### config.mk
export PLATFORM = sky130hd
export DESIGN_NAME = kcrs_out
export DESIGN_NICKNAME = d
export VERILOG_FILES = /design/src/rtl/kcrs_pkg.sv /design/src/rtl/kcrs_out.sv
export SDC_FILE = /design/constraint.sdc
export NUM_CORES = 1
export LEC_CHECK = 0
export BUFFER_PORTS_ARGS = -buffer_cell sky130_fd_sc_hd__buf_2
export CORE_MARGIN = 3
export CORE_UTILIZATION = 40
export DETAILED_ROUTE_END_ITERATION = 8
export GPL_ROUTABILITY_DRIVEN = 1
export HOLD_SLACK_MARGIN = 0.15
export PLACE_DENSITY = 0.68
export SLEW_MARGIN = 30
export SYNTH_ARGS = -nofsm -noshare
export SYNTH_HDL_FRONTEND = slang
export SYNTH_SLANG_ARGS = --single-unit
### constraint.sdc
create_clock -name clk -period 4.4 [get_ports clk]
set_clock_uncertainty 0.15 [all_clocks]
set_input_delay 0.44 -clock clk [delete_from_list [all_inputs] [get_ports clk]]
set_output_delay 0.44 -clock clk [all_outputs]
set_load 0.01 [all_outputs]
### src/rtl/kcrs_pkg.sv
package kcrs_pkg;

	localparam int BASE_W  = 2;
	localparam int KMER_W  = 64;
	localparam int MULT_W  = 32;
	localparam int SCORE_W = 6;
	localparam int LEN_W   = 6;
	localparam int MODE_W  = 2;
	localparam int CFG_IDX_W  = 8;
	localparam int CFG_DATA_W = 8;
	localparam int IN_DATA_W  = 96;
	localparam int OUT_DATA_W = 56;

	localparam logic [BASE_W-1:0] BASE_A = 2'h0;
	localparam logic [BASE_W-1:0] BASE_C = 2'h1;
	localparam logic [BASE_W-1:0] BASE_T = 2'h2;
	localparam logic [BASE_W-1:0] BASE_G = 2'h3;

	localparam logic [MODE_W-1:0] MODE_GC = 2'd0;
	localparam logic [MODE_W-1:0] MODE_GA = 2'd1;
	localparam logic [MODE_W-1:0] MODE_GT = 2'd2;

	localparam logic [CFG_IDX_W-1:0] REG_SCORE_MODE    = 8'd0;
	localparam logic [CFG_IDX_W-1:0] REG_ACTIVE_LENGTH = 8'd1;

	// open runs of both letter pairs plus the scores so far
	typedef struct packed {
		logic [KMER_W-1:0]  kmer;
		logic [MULT_W-1:0]  mult;
		logic [SCORE_W-1:0] fwd;
		logic [SCORE_W-1:0] rev;
		logic [LEN_W-1:0]   f_run;
		logic               f_sa;
		logic               f_sb;
		logic [LEN_W-1:0]   r_run;
		logic               r_sa;
		logic               r_sb;
	} cell_state_t;

	typedef struct packed {
		logic [SCORE_W-1:0] fwd;
		logic [SCORE_W-1:0] rev;
		logic [SCORE_W-1:0] comb;
		logic [MULT_W-1:0]  mult;
	} result_t;

endpackage

### src/rtl/kcrs_out.sv
module kcrs_out (
	input  logic                  clk,
	input  logic                  arst_n,
	input  logic                  in_valid,
	input  kcrs_pkg::cell_state_t in_state,
	output logic                  in_ready,
	output logic                  out_valid,
	input  logic                  out_ready,
	output kcrs_pkg::result_t     out_res
);
	import kcrs_pkg::*;

	logic [SCORE_W-1:0] fwd_c, rev_c;
	result_t            res;
	result_t            out_q, skid_q;
	logic               out_v_q, skid_v_q;

	// close the runs still open at the end of the scan
	always_comb begin
		fwd_c = in_state.fwd;
		rev_c = in_state.rev;
		if (in_state.f_sa && in_state.f_sb)
			fwd_c = in_state.fwd + SCORE_W'(in_state.f_run);
		if (in_state.r_sa && in_state.r_sb)
			rev_c = in_state.rev + SCORE_W'(in_state.r_run);
		res.fwd  = fwd_c;
		res.rev  = rev_c;
		res.comb = (fwd_c > rev_c) ? fwd_c : rev_c;
		res.mult = in_state.mult;
	end

	assign in_ready  = ~skid_v_q;
	assign out_valid = out_v_q;
	assign out_res   = out_q;

	always_ff @(posedge clk or negedge arst_n) begin
		if (!arst_n) begin
			out_v_q  <= 1'b0;
			skid_v_q <= 1'b0;
		end else if (in_valid && in_ready) begin
			if (!out_v_q || out_ready)
				out_v_q <= 1'b1;
			else
				skid_v_q <= 1'b1;
		end else if (out_v_q && out_ready) begin
			if (skid_v_q)
				skid_v_q <= 1'b0;
			else
				out_v_q <= 1'b0;
		end
	end

	always_ff @(posedge clk) begin
		if (in_valid && in_ready) begin
			if (!out_v_q || out_ready)
				out_q <= res;
			else
				skid_q <= res;
		end else if (out_v_q && out_ready && skid_v_q) begin
			out_q <= skid_q;
		end
	end

endmodule

==> impl_metrics.tcl <==
set metrics [dict create \
    p_sw_mw 0.9833 \
    start_util_pct 41.46 \
    dp.cells 606 \
    cp.arrival_ns 3.38 \
    avgSynthCellArea_sq_um 12.63 \
    r2r_end "skid_q[31]" \
    tightest_slew_ns 0.7047 \
    die_w_microns 112.5 \
    worst_hold_path.endpoint "skid_q[12]" \
    grt_max_degree 58 \
    final_max_slew_viol_count 0 \
    routed_via_density 4.823 \
    first_global_vias 3038 \
    slew_headroom_pct 52.91 \
    rsz0062_at_grt "false" \
    firstDrtPassIters 5 \
    synth_edf_count 100 \
    diodes 0 \
    syn-instance-count 359 \
    leakage_nw 2.495 \
    ys_warn_count 0 \
    power_frac_seq_pct 48.3 \
    pin_count 180 \
    globalRouteMet2Util_pct 24.12 \
    maxCapViolations 0 \
    rows 38 \
    drt_wl_total_microns 9256 \
    grt_use_met1_pct 19.13 \
    whs_path_depth 1 \
    routabilityCongestion 0.7748 \
    p_int_mw 2.128 \
    clock.fmax_mhz 290.3 \
    layout-drive-gt1-share_pct 29.96 \
    cts_sinks 102 \
    synth_most_common_cell "nand2_1" \
    clock_latency_ns 0.33 \
    clk_transition_reported_paths_ns 0.07 \
    startpoint_type "primary input" \
    synth_common_cells "nand2_1, edfxtp_1, inv_1" \
    layout.cells.non_filler 644 \
    grt_first_pass_wirelength_microns 14670 \
    period_share_pct 78.29 \
    yosysSeqAreaShare_pct 67.33 \
    r2r_setup_slack_ns 1.81 \
    post-route-min-period_ns 3.445 \
    holdCritStartpoint "in_state[40]" \
    hold_violations 0 \
    worstSetupEndpointType "flip-flop" \
    path_max_fanout 6 \
    r2r_cells 4 \
    worstSetupPathType "in2reg" \
    drtAntennaViolNets 0 \
    io_buffers 115 \
    top_usage_layer "met2" \
    hold_slack_ns 0.1609 \
    cts_tree "yes" \
    place_ws_ns 0.6112 \
    tns_ns 0 \
    wire_per_inst_microns 14.37 \
    clkPwrFrac_pct 24.1 \
    critPathMaxStageDelay_ns 0.40 \
    core_sq_mm 0.01094 \
    drt_iter0_markers 223 \
    route.detailed.drc 0 \
    required_ns 4.34 \
    cts_buffers 9 \
    fin_ws_ns 0.9553 \
    area_growth_pct 27.73 \
    synth_cell_types 44 \
    synth-seq-cells 102 \
    switching_share_pct 31.60 \
    rr_startpoint "skid_v_q" \
    cp_slowest_cell "nor2_2" \
    fin_util_pct 52.96 \
    setup_viol 0 \
    min_path_type "in2reg" \
    grt_use_total_pct 14.49 \
    yosys.area.top_type "edfxtp_1" \
    vias 3106 \
    antenna_found_initial 0 \
    grtUsageMet3_pct 3.127 \
    status "finished, final reports clean" \
    path_cells "buf_2 -> ha_1 -> inv_1 -> fa_1 -> nor2b_1 -> o21a_1 -> o21a_1 -> o31a_1 -> inv_1 -> ha_1 -> nand3_1 -> a21oi_1 -> a211oi_1 -> nor2_2 -> mux2i_1 -> mux2_2" \
    clock_tree.root_cell "clkbuf_16" \
    die-area_sq_mm 0.01265 \
    fillers 968 \
    powerDensity_mw_per_mm2 537.2 \
    die_h_microns 112.5 \
    dp_hpwl_microns 6451 \
    ir_worst_vdd_mv 0.2596 \
    synth_async_sr_flop_share_pct 1.961 \
    overflow 0 \
    synthFlopType "edfxtp_1" \
    synth_area_leaders "edfxtp_1, nand2_1, ha_1" \
    cts_max_level 3 \
    syn_nets 505 \
    final_nets 645 \
    yosys.area.top_type_share_pct 66.23 \
    netlist_area_sq_mm 0.004534 \
    cts_buffer_depth 2 \
    pwr-share-comb_pct 27.6 \
]
-- placed cells by master, fill, tap and decap left out, types with 3 or more instances in the layout --
cell type      netlist  layout
dlygate4sd3_1        0      22
mux2i_1              9       9
buf_4                0       3
clkbuf_16            0       9
a211oi_1             4       4
ha_1                16      16
nand2_1            115     114
o21ai_0             14      14
mux2_2               5       5
a21oi_1             11      11
nor3_1               3       3
a21o_1               5       5
nor2_1               8       7
nor3b_1              3       3
nand3_1              3       3
o21a_1               3       3
edfxtp_1           100     100
buf_2                2     115
clkinvlp_4           0       3
inv_1               18      18
-- critical path, delay by kind of cell --
kind,cells,cell delay [ns]
compound gates,5,0.68
mux,2,0.50
fa+ha+maj,3,0.86
buf+inv,3,0.24
simple gates,3,0.67
-- repair_timing --
action,in CTS,in global routing
setup buffers,0,0
hold buffers,21,1
hold endpoints to repair,22,1
resized for setup,0,0
-- power groups by stage --
stage	Sequential (mW)	Combinational, mW	Clock [mW]
finish	1.50	0.859	0.748
floorplan	1.64	0.378	0
global placement	1.52	0.844	0
global route	1.53	0.953	0.804
CTS	1.51	0.875	0.762
detailed placement	1.53	0.860	0
-- how the worst max path moves through the flow --
stage	startpoint	to	cells after the start
after floorplan	in_state[2]	out_res[32]	12
after global placement	in_state[2]	out_res[32]	13
after detailed placement	in_state[22]	out_res[33]	15
after CTS	in_state[22]	out_res[32]	15
after global routing	in_state[22]	out_res[34]	16
final	in_state[22]	out_res[32]	16
-- flip-flops by register name, summed over array words and instances, names as in the netlist --
name,cells
out_res,50
skid_q,50
out_valid,1
skid_v_q,1
-- cells by family after synthesis --
| family | Yosys count | share of synthesized area, % |
|---|---|---|
| adders and majority gates | 18 | 5.298 |
| xor gates and xnor gates | 3 | 0.5796 |
| DFF | 102 | 67.33 |
| muxes | 16 | 4.056 |
| buffers and inverters | 29 | 2.456 |
| and+or+nand+nor | 144 | 13.30 |
| AOI/OAI and AO/OA | 47 | 6.981 |
-- per-stage QoR --
stage,total power [mW],instance area (sq um)
floorplan,2.018,4534
global placement,2.364,5283
detailed placement,2.385,5288
CTS,3.143,5782
global route,3.287,5792
finish,3.111,5792
-- cell type report --
| class | instances | area, sq um | area share, % |
|---|---|---|---|
| Sequential cell | 102 | 3053 | 52.71 |
| Multi-Input combinational cell | 228 | 1394 | 24.07 |
| Timing Repair Buffer | 140 | 818.3 | 14.13 |
| Clock buffer | 9 | 225.2 | 3.889 |
| Tap cell | 140 | 175.2 | 3.024 |
| Inverter | 18 | 67.56 | 1.167 |
| Clock inverter | 7 | 58.81 | 1.015 |
-- per-layer routing --
| layer | routed length (microns) | vias to the layer above |
|---|---|---|
| li1 | - | 1555 |
| met1 | 4233 | 1449 |
| met2 | 4331 | 88 |
| met3 | 557 | 14 |
| met4 | 133 | 0 |
| met5 | 0 | - |
Power figures use the tool's default switching activity.
