### src/rtl/kcrs_pkg.sv
package kcrs_pkg;

	localparam int BASE_W  = 2;
	localparam int KMER_W  = 64;
	localparam int MULT_W  = 32;
	localparam int SCORE_W = 6;
	localparam int LEN_W   = 6;
	localparam int MODE_W  = 2;
	localparam int CFG_IDX_W  = 8;
	localparam int CFG_DATA_W = 8;
	localparam int IN_DATA_W  = 96;
	localparam int OUT_DATA_W = 56;

	localparam logic [BASE_W-1:0] BASE_A = 2'h0;
	localparam logic [BASE_W-1:0] BASE_C = 2'h1;
	localparam logic [BASE_W-1:0] BASE_T = 2'h2;
	localparam logic [BASE_W-1:0] BASE_G = 2'h3;

	localparam logic [MODE_W-1:0] MODE_GC = 2'd0;
	localparam logic [MODE_W-1:0] MODE_GA = 2'd1;
	localparam logic [MODE_W-1:0] MODE_GT = 2'd2;

	localparam logic [CFG_IDX_W-1:0] REG_SCORE_MODE    = 8'd0;
	localparam logic [CFG_IDX_W-1:0] REG_ACTIVE_LENGTH = 8'd1;

	// open runs of both letter pairs plus the scores so far
	typedef struct packed {
		logic [KMER_W-1:0]  kmer;
		logic [MULT_W-1:0]  mult;
		logic [SCORE_W-1:0] fwd;
		logic [SCORE_W-1:0] rev;
		logic [LEN_W-1:0]   f_run;
		logic               f_sa;
		logic               f_sb;
		logic [LEN_W-1:0]   r_run;
		logic               r_sa;
		logic               r_sb;
	} cell_state_t;

	typedef struct packed {
		logic [SCORE_W-1:0] fwd;
		logic [SCORE_W-1:0] rev;
		logic [SCORE_W-1:0] comb;
		logic [MULT_W-1:0]  mult;
	} result_t;

endpackage

### src/rtl/kcrs_cell.sv
module kcrs_cell #(
	parameter int IDX = 0
) (
	input  logic                     clk,
	input  logic                     arst_n,
	input  logic                     en,
	input  logic [kcrs_pkg::MODE_W-1:0] mode,
	input  logic [kcrs_pkg::LEN_W-1:0]  len_eff,
	input  logic                     in_valid,
	input  kcrs_pkg::cell_state_t    in_state,
	output logic                     out_valid,
	output kcrs_pkg::cell_state_t    out_state
);
	import kcrs_pkg::*;

	logic [BASE_W-1:0] b;
	logic              active;
	logic              in_f, f_first, r_first;
	cell_state_t       nxt;

	assign b      = in_state.kmer[2*IDX +: BASE_W];
	assign active = len_eff > LEN_W'(IDX);

	always_comb begin
		in_f    = 1'b0;
		f_first = 1'b0;
		r_first = 1'b0;
		case (mode)
			MODE_GA: begin
				in_f    = (b == BASE_A) || (b == BASE_G);
				f_first = (b == BASE_A);
				r_first = (b == BASE_T);
			end
			MODE_GT: begin
				in_f    = (b == BASE_G) || (b == BASE_T);
				f_first = (b == BASE_G);
				r_first = (b == BASE_A);
			end
			default: begin
				in_f    = 1'b0;
				f_first = 1'b0;
				r_first = 1'b0;
			end
		endcase
	end

	always_comb begin
		nxt = in_state;
		if (active) begin
			case (mode)
				MODE_GC: begin
					if (b == BASE_C || b == BASE_G)
						nxt.fwd = in_state.fwd + SCORE_W'(1);
					else
						nxt.rev = in_state.rev + SCORE_W'(1);
				end
				MODE_GA, MODE_GT: begin
					if (in_f) begin
						// extend forward run, close reverse run
						nxt.f_run = in_state.f_run + LEN_W'(1);
						nxt.f_sa  = in_state.f_sa | f_first;
						nxt.f_sb  = in_state.f_sb | ~f_first;
						if (in_state.r_sa && in_state.r_sb)
							nxt.rev = in_state.rev + SCORE_W'(in_state.r_run);
						nxt.r_run = '0;
						nxt.r_sa  = 1'b0;
						nxt.r_sb  = 1'b0;
					end else begin
						nxt.r_run = in_state.r_run + LEN_W'(1);
						nxt.r_sa  = in_state.r_sa | r_first;
						nxt.r_sb  = in_state.r_sb | ~r_first;
						if (in_state.f_sa && in_state.f_sb)
							nxt.fwd = in_state.fwd + SCORE_W'(in_state.f_run);
						nxt.f_run = '0;
						nxt.f_sa  = 1'b0;
						nxt.f_sb  = 1'b0;
					end
				end
				default: begin
					nxt = in_state;
				end
			endcase
		end
	end

	always_ff @(posedge clk or negedge arst_n) begin
		if (!arst_n) begin
			out_valid <= 1'b0;
		end else if (en) begin
			out_valid <= in_valid;
		end
	end

	always_ff @(posedge clk) begin
		if (en) begin
			out_state <= nxt;
		end
	end

endmodule

### config.mk
export PLATFORM = sky130hd
export DESIGN_NAME = kcrs_cell
export DESIGN_NICKNAME = d
export VERILOG_FILES = /design/src/rtl/kcrs_pkg.sv /design/src/rtl/kcrs_cell.sv
export SDC_FILE = /design/constraint.sdc
export NUM_CORES = 1
export LEC_CHECK = 0
export BUFFER_PORTS_ARGS = -buffer_cell sky130_fd_sc_hd__clkbuf_2
export CAP_MARGIN = 20
export CELL_PAD_IN_SITES_DETAIL_PLACEMENT = 1
export CELL_PAD_IN_SITES_GLOBAL_PLACEMENT = 1
export CORE_MARGIN = 2
export CORE_UTILIZATION = 32
export CTS_CLUSTER_SIZE = 14
export DETAILED_ROUTE_END_ITERATION = 7
export PLACE_DENSITY_LB_ADDON = 0.15
export SLEW_MARGIN = 30
export SYNTH_ARGS = -nofsm -noshare
export SYNTH_HDL_FRONTEND = slang
export SYNTH_SLANG_ARGS = --single-unit
### constraint.sdc
create_clock -name clk -period 0.8 [get_ports clk]
set_input_delay 0.16 -clock clk [delete_from_list [all_inputs] [get_ports clk]]
set_output_delay 0.16 -clock clk [all_outputs]
set_load 0.005 [all_outputs]
==> results of run 1 <==
critical path, cell delays in order:
cell       delay, ns
clkbuf_16       0.12
inv_12          0.03
ha_4            0.15
buf_6           0.12
o21a_1          0.20
or3_4           0.37
a221o_1         0.38
nand2_1         0.08
o311ai_1        0.10
kinds of logic (layout without fill, tap and decap cells):
kind of cell             after synthesis  count (layout)  share of synthesized area [%]
buffers and inverters                 22             513                           1.96
other                                  0               1                              0
AO/OA/AOI/OAI                         89              91                           11.3
AND/OR/NAND/NOR                       94              94                           8.98
multiplexers                           5               5                          0.968
XOR/XNOR                               6               6                          0.992
adder cells (fa/ha/maj)               20              20                           5.01
flip-flops                           125             125                           70.8
cell type report:
class	instances	share of cell area, %
inverter	13	0.661
clock buffer	18	4.28
clock inverter	14	2.01
timing repair buffer	468	33.2
antenna	1	0.0249
multi-input combinational	216	19.7
sequential	125	37.4
tap	220	2.74
metal layers:
layer | vias to the layer above | global-route usage [%] | wire, microns
met3 | 47 | 7.28 | 1380
met5 | - | 0 | 0
li1 | 2397 | - | -
met4 | 0 | 10.7 | 869
met2 | 232 | 48.1 | 12400
met1 | 2557 | 28.5 | 8580
stage by stage:
step                setup TNS [ns]  cell area, sq um
finish                      -49.69             10000
global route                -55.42             10000
CTS                         -49.95              9750
detailed placement          -44.93              7760
global placement            -42.17              7760
floorplan                   -19.89              5460
where the power goes:
group	leakage (nW)	internal [mW]	switching, mW	total [mW]
Sequential	1.22	7.86	0.221	8.08
Clock	0.305	5.29	3.20	8.49
Combinational	2.82	1.98	1.81	3.79
registers in the layout, indices dropped and copies added (netlist names):
signal	flops
out_state	124
out_valid	1
layout by cell type, fill, tap and decap left out, types with 5 or more instances in the layout:
cell	n
ha_4	6
edfxtp_1	124
buf_2	6
nand2_1	24
inv_6	8
a21oi_2	10
clkbuf_16	18
o21ai_1	7
a21oi_1	7
buf_4	85
o21ai_2	7
ha_1	10
o21ai_0	5
a21o_1	8
nand4_1	5
clkbuf_2	246
dlygate4sd3_1	96
nor2_1	10
inv_1	9
buf_12	6
nand3_2	7
nand3_1	6
buf_6	24
worst paths after layout:
| kind | start | endpoint | slack (ns) |
|---|---|---|---|
| worst max-delay path | mode[0] | out_state[26]$_DFFE_PP_ | -0.76 |
| worst min-delay path | arst_n | out_valid$_DFFE_PN0P_ | 0.06 |
| worst max register to register | out_valid$_DFFE_PN0P_ | out_valid$_DFFE_PN0P_ | 0.03 |
| worst min register to register | out_valid$_DFFE_PN0P_ | out_valid$_DFFE_PN0P_ | 0.55 |
| max in group asynchronous | arst_n | out_valid$_DFFE_PN0P_ | 0.65 |
| min in group clk | in_state[27] | out_state[27]$_DFFE_PP_ | 0.10 |
repair_timing:
item,CTS,global route
hold endpoints to repair,96,0
setup endpoints to repair,153,154
pin swaps,33,42
resized for setup,84,61
gates cloned,2,0
setup buffers,7,11
hold buffers,96,0
==> run_results.csv, run 1 <==
group,metric,value,unit
outcome,status,"complete, but fails checks",
outcome,violations,"negative setup slack",
timing,max_freq,641,MHz
clock_tree,cts_buffers,17,
setup_path,crit_fanout,3,
die,die_h,133,microns
detailed_routing,drt-wirelength-per-cell,21.6,microns
yosys,synthCells,361,
timing,whs,0.0608,ns
detailed_routing,route.vias.total,5233,
clock_tree,htreeDepth,4,
yosys,ys_types,53,
setup_path,reg2reg_depth,1,
setup_path,crit_arrival,1.71,ns
detailed_routing,wl,23.2,mm
die,die_w,133,microns
die,initial_utilization,32.3,%
power_and_ir_drop,power_density,2030,nW/um^2
setup_path,worstPathRequired,0.95,ns
final_layout,post-route-util,61.2,%
global_routing,grt_start_max_net_pins,37,
placed_design,dpl.cell_count,930,
timing,slew_headroom,76.0,%
timing,fin_crit,1.56,ns
final_layout,final_cells,1075,
final_layout,multi_input_comb_area,1980,sq um
final_layout,final_nets,997,
yosys,ys_top_cells_by_area,"edfxtp_1, ha_1, nand2_1",
final_layout,drive_gt1_share,57.4,%
final_layout,final.fill_count,1701,
global_routing,grt_pass1_wl,34.3,mm
yosys,yosys_warnings,0,
clock_tree,cts_tree,"done",
timing,finalClockSkew,0,ns
global_routing,antenna_found_initial,1,
yosys,synth_area,5300,sq um
power_and_ir_drop,power,20.4,mW
final_layout,area_growth,89.4,%
detailed_routing,route.detailed.drc,0,
clock_tree,worstSkewPairLatency,0.41,ns
power_and_ir_drop,ir_drop,1.56,mV
yosys,synth.largest_area_cell,"edfxtp_1",
timing,final_hold_viol_count,0,
yosys,yosysTopAreaCellShare,70.3,%
global_routing,overflow,0,
clock_tree,clk_path_buf_depth,2,
timing,setup_viol,153,
timing,min_period_over_period,195,%
yosys,async_flop_share,0.800,%
detailed_routing,vias_per_cell,4.87,
placed_design,place_congestion,0.801,
final_layout,regArea,3750,sq um
setup_path,start_kind,"primary input",
timing,drv_slew,0,
timing,finalWorstSetupSlack,-0.759,ns
global_routing,grtUsageTotal,26.2,%
timing,worst_pin_slew,0.360,ns
power_and_ir_drop,leakage,4.35,nW
placed_design,portBuffers,260,
die,io_pins,261,
clock_tree,cts.sinks,125,
yosys,synth_fp_nets,517,
die,rows,47,
yosys,synth_most_common_cell,"edfxtp_1",
detailed_routing,drtAntennaViolNets,0,
die,core,16400,sq um
yosys,synth-main-ff-cell,"edfxtp_1",
yosys,synth_area_per_cell,14.7,sq um
placed_design,dpl_worst_slack,-1.23,ns
yosys,synthTopCellsByCount,"edfxtp_1, nand2_1, o21ai_0",
clock_tree,root_buffer,"clkbuf_16",
detailed_routing,drtIter0Drc,235,
die,dieArea,17600,sq um
worst_hold_path,hold_path_class,"primary input to async pin",
setup_path,setup.worst_path.class,"primary input to register",
yosys,synth-seq-cells,125,
detailed_routing,drt_pass1_iterations,4,
timing,rsz0062_at_grt,"true",
global_routing,grt_pass1_vias,5766,
clock_tree,clkTransAtPathRegs,0.06,ns
run,drv_cap,0,
yosys,yosysSeqAreaShare,70.8,%
placed_design,hpwlAfterDp,14.4,mm
setup_path,endpoint_kind,"register",
yosys,synth-edff-count,124,
Power figures use the tool's default switching activity.
==> inputs of run 2 (changes only) <==
PLACE_DENSITY = 0.86   (was unset)
PLACE_DENSITY_LB_ADDON = unset   (was 0.15)
==> run 2 against run 1 <==
Net effect: the flow still finishes with violations (negative setup slack); non-clock buffer count grew 3; combinational power rose by 4%; flip-flop and latch count unchanged; first-iteration DRC count increased by 37%; power rose by 0.43%; worst setup slack got worse by 0.0060 ns; global-route usage rose by 3.2 points; register-to-register slack lost 0.03 ns; largest power group unchanged.
==> run_results.csv, run 2 (same netlist as run 1, synthesis figures left out) <==
group,metric,value,unit
timing,drv_slew,0,
setup_path,start_kind,"primary input",
final_layout,layout_commonest_cell,"clkbuf_2",
clock_tree,clkTransAtPathRegs,0.06,ns
worst_hold_path,hold_path_class,"primary input to register",
placed_design,hpwlAfterDp,16.8,mm
power_and_ir_drop,pwr-share-clk,40.8,%
run,drv_cap,0,
setup_path,worstPathRequired,0.96,ns
die,core,16400,sq um
power_and_ir_drop,p_int,15.1,mW
die,die_h,133,microns
detailed_routing,drt_pass1_iterations,4,
outcome,violations,"negative setup slack",
timing,slew_headroom,78.9,%
global_routing,antenna_found_initial,1,
die,initial_utilization,32.3,%
setup_path,crit_arrival,1.72,ns
die,dieArea,17600,sq um
setup_path,endpoint_kind,"register",
outcome,status,"complete, but fails checks",
die,die_w,133,microns
timing,setup_viol,154,
setup_path,r2r_end,"out_valid$_DFFE_PN0P_",
timing,worst_pin_slew,0.314,ns
power_and_ir_drop,leakage,4.34,nW
placed_design,portBuffers,260,
timing,finalClockSkew,0,ns
power_and_ir_drop,power_density,2040,nW/um^2
detailed_routing,drtIter0Drc,321,
detailed_routing,vias_per_cell,5.10,
clock_tree,cts_buffers,17,
global_routing,grt_pass1_wl,38.4,mm
clock_tree,worstSkewPairLatency,0.41,ns
power_and_ir_drop,seq_power_share,39.8,%
final_layout,largest_register_ffs,124,
global_routing,grtUsageTotal,29.4,%
placed_design,place_congestion,0.891,
final_layout,drive_gt1_share,58.0,%
final_layout,final_cell_mix,"clkbuf_2, edfxtp_1, dlygate4sd3_1",
power_and_ir_drop,ir_drop,1.52,mV
setup_path,reg2reg_setup_slack,0,ns
setup_path,reg2reg_depth,1,
detailed_routing,route.vias.total,5492,
detailed_routing,wl,27.1,mm
final_layout,regMostFlops,"out_state",
timing,max_freq,639,MHz
clock_tree,root_buffer,"clkbuf_16",
power_and_ir_drop,p_comb_share,19.4,%
global_routing,grt_pass1_vias,5933,
setup_path,setup.worst_path.class,"primary input to register",
clock_tree,cts.sinks,125,
clock_tree,cts_tree,"done",
final_layout,area_growth,88.8,%
setup_path,critPathLaunch,"mode[0]",
setup_path,crit_fanout,3,
detailed_routing,drt-wirelength-per-cell,25.2,microns
timing,fin_crit,1.57,ns
global_routing,grt_start_max_net_pins,37,
die,rows,47,
timing,min_period_over_period,196,%
power_and_ir_drop,swShare,26.2,%
final_layout,final_nets,999,
timing,whs,0.0582,ns
global_routing,overflow,0,
timing,rsz0062_at_grt,"true",
setup_path,r2r_start,"out_valid$_DFFE_PN0P_",
clock_tree,htreeDepth,4,
detailed_routing,drtAntennaViolNets,0,
setup_path,endpoint,"out_state[16]$_DFFE_PP_",
power_and_ir_drop,p_sw,5.37,mW
die,io_pins,261,
timing,final_hold_viol_count,0,
detailed_routing,route.detailed.drc,0,
final_layout,top_regs,"out_state: 124 flops, out_valid: 1 flops",
clock_tree,clk_path_buf_depth,2,
timing,finalWorstSetupSlack,-0.765,ns
timing,finalSetupTns,-52.41,ns
-- run 2: layer usage --
metal	global-route usage (%)	vias to the layer above	share of wire [%]
met5	0	-	0
met4	13.3	0	5.2
met3	8.20	87	6.4
met2	52.7	296	51
met1	32.3	2717	37
li1	-	2392	-
-- run 2: power groups by stage --
stage,registers (mW),clock network [mW],logic (mW)
after CTS,8.07,8.27,3.36
after detailed placement,8.19,0,2.83
final,8.13,8.35,3.96
after floorplan,8.22,0,0.836
after global routing,8.16,8.68,4.17
after global placement,8.15,0,2.66
-- run 2: cell type report --
cell class                      instances  area [sq um]
Multi-Input combinational cell        215          1980
Tap cell                              220           275
Inverter                               13          68.8
Timing Repair Buffer                  471          3310
Clock buffer                           17           425
Clock inverter                         14           194
Sequential cell                       125          3750
Fill cell                            1684          6410
Antenna cell                            1          2.50
-- run 2: worst min-delay path by stage --
stage               slack, ns                       end   start  cells past startpoint
finish                   0.06  out_state[120]$_DFFE_PP_      en                      1
global route             0.05  out_state[120]$_DFFE_PP_      en                      1
CTS                      0.04  out_state[120]$_DFFE_PP_      en                      1
detailed placement      -0.06     out_valid$_DFFE_PN0P_  arst_n                      1
global placement        -0.06     out_valid$_DFFE_PN0P_  arst_n                      1
floorplan               -0.14     out_valid$_DFFE_PN0P_  arst_n                      0
-- run 2: critical path, cell delays in order --
cell and delay [ns]:
clkbuf_16 0.12, inv_12 0.03, ha_4 0.15, or3_4 0.37, a211o_4 0.35, a22o_1 0.23, a221o_1 0.30
-- run 2: stage by stage --
| step | power [mW] | instance area (sq um) | cells | util [%] | setup slack, ns |
|---|---|---|---|---|---|
| 5_1_grt | 21.0 | 10000 | 1076 | 61.0 | -0.765 |
| 6_report | 20.4 | 10000 | 1076 | 61.0 | -0.765 |
| 4_1_cts | 19.7 | 9480 | 1060 | 57.8 | -0.695 |
| 2_1_floorplan | 9.06 | 5460 | 361 | - | -1.12 |
| 3_3_place_gp | 10.8 | 7740 | 931 | 47.2 | -1.20 |
| 3_5_place_dp | 11.0 | 7740 | 931 | 47.2 | -1.24 |
-- run 2: what timing repair did --
item	in CTS	in global routing
endpoints found under the setup margin	153	153
resized for setup	31	122
pin swaps	9	37
endpoints found under the hold margin	96	0
cloned	0	1
setup buffers	2	15
hold buffers	96	0
